**src/hw/rtl/weighted_grid_cell_sampler_macros.svh**
```systemverilog
// Assertion macros shared by the weighted grid cell sampler RTL.
`ifndef WEIGHTED_GRID_CELL_SAMPLER_MACROS_SVH
`define WEIGHTED_GRID_CELL_SAMPLER_MACROS_SVH

`ifndef SYNTHESIS
// Same-cycle implication, disabled during reset.
`define WGCS_ASSERT_NOW(label, clk, rst_n, ante, cons) \
    label: assert property (@(posedge clk) disable iff (!rst_n) (ante) |-> (cons)) \
        else $error("assertion failed");
// Next-cycle implication, disabled during reset.
`define WGCS_ASSERT_NEXT(label, clk, rst_n, ante, cons) \
    label: assert property (@(posedge clk) disable iff (!rst_n) (ante) |=> (cons)) \
        else $error("assertion failed");
`else
`define WGCS_ASSERT_NOW(label, clk, rst_n, ante, cons)
`define WGCS_ASSERT_NEXT(label, clk, rst_n, ante, cons)
`endif

`endif

```
**src/hw/rtl/wgcs_pkg.sv**
```systemverilog
// Shared types, codes and helper functions of the weighted grid cell sampler.
`timescale 1ns / 1ps
`default_nettype none
package wgcs_pkg;

    localparam int MAX_CELLS_DEF = 4096;

    localparam logic [1:0] CMD_LOAD    = 2'd0;
    localparam logic [1:0] CMD_DRAW    = 2'd1;
    localparam logic [1:0] CMD_RESTART = 2'd2;

    localparam logic [1:0] ST_OK      = 2'd0;
    localparam logic [1:0] ST_PARTIAL = 2'd1;
    localparam logic [1:0] ST_ZERO    = 2'd2;

    localparam logic [2:0] REG_GRID_WIDTH   = 3'd0;
    localparam logic [2:0] REG_GRID_HEIGHT  = 3'd1;
    localparam logic [2:0] REG_NARROW_RATIO = 3'd2;
    localparam logic [2:0] REG_ORIGIN_X     = 3'd3;
    localparam logic [2:0] REG_ORIGIN_Y     = 3'd4;
    localparam logic [2:0] REG_CELL_SIZE    = 3'd5;

    localparam logic signed [29:0] W25_MAX = 30'sd16777215;
    localparam logic signed [29:0] W25_MIN = -30'sd16777216;

    typedef struct packed {
        logic load;
        logic restart;
        logic draw;
        logic mul_target;
        logic probe;
        logic compare;
        logic div_start;
        logic div_step;
        logic mul_x;
        logic mul_y;
        logic out_load;
    } wgcs_cmd_t;

    typedef struct packed {
        logic early;
        logic search_busy;
        logic div_done;
        logic out_free;
    } wgcs_stat_t;

    // Clamp a grid dimension to 1..4096.
    function automatic logic [12:0] dim_clamp(input logic [12:0] v);
        logic [12:0] r;
        if (v == 13'd0) begin
            r = 13'd1;
        end else if (v > 13'd4096) begin
            r = 13'd4096;
        end else begin
            r = v;
        end
        return r;
    endfunction

    // Origin plus cell offset, saturated to the signed 25 bit range.
    function automatic logic [24:0] world_sat(input logic signed [23:0] org,
                                              input logic [27:0] off);
        logic signed [29:0] s;
        logic [24:0] r;
        s = $signed({{6{org[23]}}, org}) + $signed({2'b00, off});
        if (s > W25_MAX) begin
            r = 25'h0FFFFFF;
        end else if (s < W25_MIN) begin
            r = 25'h1000000;
        end else begin
            r = s[24:0];
        end
        return r;
    endfunction

endpackage
`default_nettype wire

```
**src/hw/rtl/wgcs_ctrl.sv**
```systemverilog
// Controller state machine sequencing loads and draws.
`timescale 1ns / 1ps
`default_nettype none
`include "weighted_grid_cell_sampler_macros.svh"
module wgcs_ctrl (
    input  wire logic                 clk,
    input  wire logic                 rst_n,
    input  wire logic                 in_valid,
    output logic                      in_ready,
    input  wire logic [1:0]           cmd,
    input  wire wgcs_pkg::wgcs_stat_t sts,
    output wgcs_pkg::wgcs_cmd_t       ctl
);
    import wgcs_pkg::*;

    localparam logic [3:0] S_IDLE  = 4'd0;
    localparam logic [3:0] S_TGT   = 4'd1;
    localparam logic [3:0] S_PROBE = 4'd2;
    localparam logic [3:0] S_CMP   = 4'd3;
    localparam logic [3:0] S_DIV   = 4'd4;
    localparam logic [3:0] S_MX    = 4'd5;
    localparam logic [3:0] S_MY    = 4'd6;
    localparam logic [3:0] S_FIN   = 4'd7;

    logic [3:0] state_reg, state_next;
    logic       accept;

    assign in_ready = (state_reg == S_IDLE);
    assign accept   = in_valid & in_ready;

    always_comb
    begin
        ctl        = '0;
        state_next = state_reg;
        unique case (state_reg)
            S_IDLE:
            begin
                ctl.load    = accept && (cmd == CMD_LOAD);
                ctl.restart = accept && (cmd == CMD_RESTART);
                ctl.draw    = accept && (cmd == CMD_DRAW);
                if (ctl.draw)
                begin
                    state_next = S_TGT;
                end
            end
            S_TGT:
            begin
                if (sts.early)
                begin
                    state_next = S_FIN;
                end
                else
                begin
                    ctl.mul_target = 1'b1;
                    state_next     = S_PROBE;
                end
            end
            S_PROBE:
            begin
                if (sts.search_busy)
                begin
                    ctl.probe  = 1'b1;
                    state_next = S_CMP;
                end
                else
                begin
                    ctl.div_start = 1'b1;
                    state_next    = S_DIV;
                end
            end
            S_CMP:
            begin
                ctl.compare = 1'b1;
                state_next  = S_PROBE;
            end
            S_DIV:
            begin
                if (sts.div_done)
                begin
                    state_next = S_MX;
                end
                else
                begin
                    ctl.div_step = 1'b1;
                end
            end
            S_MX:
            begin
                ctl.mul_x  = 1'b1;
                state_next = S_MY;
            end
            S_MY:
            begin
                ctl.mul_y  = 1'b1;
                state_next = S_FIN;
            end
            S_FIN:
            begin
                if (sts.out_free)
                begin
                    ctl.out_load = 1'b1;
                    state_next   = S_IDLE;
                end
            end
            default:
            begin
                state_next = S_IDLE;
            end
        endcase
    end

    always_ff @(posedge clk or negedge rst_n)
    begin
        if (!rst_n)
        begin
            state_reg <= S_IDLE;
        end
        else
        begin
            state_reg <= state_next;
        end
    end

    `WGCS_ASSERT_NEXT(a_probe_cmp, clk, rst_n, ctl.probe, state_reg == S_CMP)
    `WGCS_ASSERT_NOW(a_out_free, clk, rst_n, ctl.out_load, sts.out_free)
    `WGCS_ASSERT_NEXT(a_div_start, clk, rst_n, ctl.div_start, state_reg == S_DIV)
endmodule
`default_nettype wire

```
**config.mk**
```make
export PLATFORM = sky130hd
export DESIGN_NAME = wgcs_ctrl
export DESIGN_NICKNAME = d
export VERILOG_FILES = /design/src/hw/rtl/wgcs_pkg.sv /design/src/hw/rtl/wgcs_ctrl.sv
export VERILOG_INCLUDE_DIRS = /design/src /design/src/hw/rtl
export SDC_FILE = /design/constraint.sdc
export NUM_CORES = 1
export LEC_CHECK = 0
export ABC_CLOCK_PERIOD_IN_PS = 1350
export BUFFER_PORTS_ARGS = -buffer_cell sky130_fd_sc_hd__buf_2
export CELL_PAD_IN_SITES_DETAIL_PLACEMENT = 1
export CELL_PAD_IN_SITES_GLOBAL_PLACEMENT = 2
export CORE_UTILIZATION = 19
export DETAILED_ROUTE_END_ITERATION = 6
export GPL_TIMING_DRIVEN = 0
export PLACE_DENSITY = 0.83
export SLEW_MARGIN = 10
export SYNTH_ARGS = -nofsm -noshare
export SYNTH_HDL_FRONTEND = slang
export SYNTH_SLANG_ARGS = --single-unit
```
**constraint.sdc**
```tcl
create_clock -name clk -period 1.35 [get_ports clk]
set_clock_uncertainty 0.05 [all_clocks]
set_input_delay 0.27 -clock clk [delete_from_list [all_inputs] [get_ports clk]]
set_output_delay 0.27 -clock clk [all_outputs]
set_load 0.02 [all_outputs]
```
==> results.yml <==
clock_tree:
  numCtsBuffers: 3
  worstSkewPairLatency_ns: 0.24
  cts_tree: "done"
  root_buffer: "clkbuf_4"
  cts_max_level: 1
  clk_pin_slew_ns: 0.04
  numClockSinks: 3
  cts_buffer_depth: 2
critical_path:
  crit_fanout: 4
  reg2reg_depth: 5
  end_kind: "primary output"
  worst_path_max_delay_cell: "dfrtp_2"
  cp_cell_sequence: "nor3_4 > nand2_2 > nor3b_4 > buf_6"
  cp_slowest_stage_delay_ns: 0.44
  rrSetupSlack_ns: 0.04
  critical_path.top_delay_family: "simple AND/OR/NAND/NOR gates"
  reg2reg_from: "state_reg[1]$_DFFE_PN0P_"
  required_ns: 1.03
  arrival_ns: 1.33
  setup.worst_path.start_class: "register"
  r2r_end: "state_reg[0]$_DFFE_PN0P_"
  crit_type: "register to primary output"
  path_buf_inv: 1
synth:
  ys_seq_area_share_pct: 24.00
  avgSynthCellArea_sq_um: 8.232
  ys_ff_latch: 3
  synth_cell_types: 25
  syn-cell-area_sq_um: 312.8
  netlist_instances: 38
  syn_nets: 47
  yosysWarnings: 0
sta:
  layout_min_cycle_time_ns: 1.649
  grt_setup_unrepaired: "yes"
  fin_crit_sh_pct: 122.2
  relSlewSlack_pct: 81.23
  worst_slack_ns: -0.2992
  drv_slew: 0
  worstMarginPinSlew_ns: 0.2809
  max_freq_ghz: 0.6064
  whs_ns: 0.1822
  finalSetupTns_ns: -2.447
  setup_viol: 12
  hold_viol: 0
global_route:
  track_usage_pct: 14.50
  grt_max_degree: 11
  grt-ovfl-total: 0
  grt_pass1_vias: 433
  antenna_found_initial: 0
  grt_pass1_wl_microns: 1869
min_path:
  min_delay_path_depth: 2
  hold_start: "sts[0]"
  whs_endpoint: "state_reg[0]$_DFFE_PN0P_"
  min_path_type: "input port to register"
flow_run:
  max_cap_violations: 0
routing:
  routed_wl_microns: 1179
  routed.top_layer: "met4"
  initialDrtViolationCount: 7
  first_pass_iters: 4
  ant_nets: 0
  wl_met2_microns: 654
  dr_wl_met3_microns: 58
  wire_per_inst_microns: 13.55
  via_count: 432
  wl_met1_microns: 452
  remaining_drc_errors: 0
  routed_via_density: 4.966
placement:
  io_buffers: 20
  place_hpwl_microns: 725.9
  gp_congestion: 0.7779
floorplan:
  die_x_microns: 42.58
  die_y_microns: 42.58
  rows: 14
  initial_core_util_pct: 20.53
  die_area_sq_mm: 0.001813
  io_pins: 21
  core_sq_mm: 0.001524
finish:
  syn2layout_area_growth_pct: 118.4
  num_antenna_cells: 0
  drive_gt1_share_pct: 73.24
  fill_cells: 173
  largest_register_ffs: 3
  nNetsFinal: 81
outcome:
  outcome: "complete, but fails checks"
  failed_checks: "negative setup slack"
power_and_ir_drop:
  ir_drop_mv: 0.7879
  p_leak_uw: 0.0003084
  powerDensity_mw_per_mm2: 1997
power breakdown:
| part | internal [uW] | switching (uW) | total (uW) |
|---|---|---|---|
| logic | 495 | 484 | 979 |
| registers | 141 | 82.4 | 223 |
| clock network | 111 | 51.6 | 163 |
how the worst max path moves through the flow:
stage / start / end / slack, ns / cells past startpoint
finish: state_reg[2]$_DFFE_PN0P_ / ctl[9] / -0.30 / 4
detailed placement: state_reg[2]$_DFFE_PN0P_ / ctl[9] / -0.14 / 4
global route: state_reg[2]$_DFFE_PN0P_ / ctl[9] / -0.35 / 4
global placement: state_reg[2]$_DFFE_PN0P_ / ctl[9] / -0.11 / 4
CTS: state_reg[0]$_DFFE_PN0P_ / ctl[9] / -0.35 / 5
floorplan: state_reg[2]$_DFFE_PN0P_ / ctl[9] / -0.18 / 3
cell usage after synthesis (all sizes together):
library cell,instances,area share [%]
o211ai,1,2.4
buf,3,8.8
nand3b,1,2.4
nor2b,1,2.0
nand2,5,6.8
and4bb,1,4.0
nor4,2,4.0
o21ai,3,4.8
nand2b,1,2.0
nor2,4,5.6
nor3b,2,6.4
a221oi,1,4.8
o2bb2ai,1,2.8
inv,2,2.4
and3,2,4.0
nand3,1,1.6
nor4b,1,2.8
dfrtp,3,24
nor3,2,6.8
a21oi,1,1.6
worst register-to-register path: stages, from the launching register on:
cell	delay, ns
dfrtp_2	0.43
nor3_4	0.07
buf_4	0.14
buf_4	0.13
a221oi_2	0.27
o2bb2ai_1	0.15
repair_timing:
action	CTS	global route
hold buffers	1	0
endpoints found under the hold margin	3	0
setup buffers	8	2
pin swaps	7	7
setup endpoints to repair	12	13
resized for setup	22	8
layer usage:
layer	GRT usage, %	vias up
li1	-	204
met1	15.36	212
met2	24.31	14
met3	4.741	2
met4	9.375	0
met5	0	-
final cells by class:
type	instances	area (sq um)	share of cell area, %
plain buffers	2	22.52	3.297
clock buffers	4	26.28	3.846
inverters	2	11.26	1.648
multi-input cells	30	290.3	42.49
flip-flops and latches	3	78.83	11.54
well taps	16	20.02	2.930
repair buffers	30	234.0	34.25
cell families (layout without fill, tap and decap cells):
kind of cell | count (synthesis) | after routing | synth area share [%]
buffers and inverters | 5 | 38 | 11.20
and+or+nand+nor | 23 | 23 | 48.40
DFF | 3 | 3 | 24.00
AOI/OAI and AO/OA | 7 | 7 | 16.40
layout by cell type, fill, tap and decap left out:
cell type	count
buf_2	11
buf_4	10
buf_6	9
nand2_1	4
o21ai_0	3
clkbuf_4	3
dfrtp_2	3
nor3_4	2
nor4_4	2
and3_4	2
nor2_1	2
and4bb_2	1
nand3b_1	1
clkinvlp_4	1
nor4b_4	1
nor2_4	1
inv_1	1
nand3_1	1
nor2_2	1
nand2_2	1
nor3b_4	1
a21oi_1	1
nand2b_4	1
nor3b_1	1
a221oi_2	1
o2bb2ai_1	1
nor2b_1	1
o211ai_1	1
clkbuf_1	1
dlygate4sd3_1	1
buf_8	1
stage by stage:
stage	power (uW)	utilization (%)	cells	area (sq um)	setup slack, ns
after floorplan	690.4	-	38	366.6	-0.1763
final	1365	44.83	87	683.2	-0.2992
after CTS	1280	42.69	87	650.6	-0.3492
after global placement	847.3	31.94	74	486.7	-0.1087
after detailed placement	862.6	31.94	74	486.7	-0.1377
after global routing	1440	44.83	87	683.2	-0.3465
Note: power is estimated with default switching activity, not from simulation.
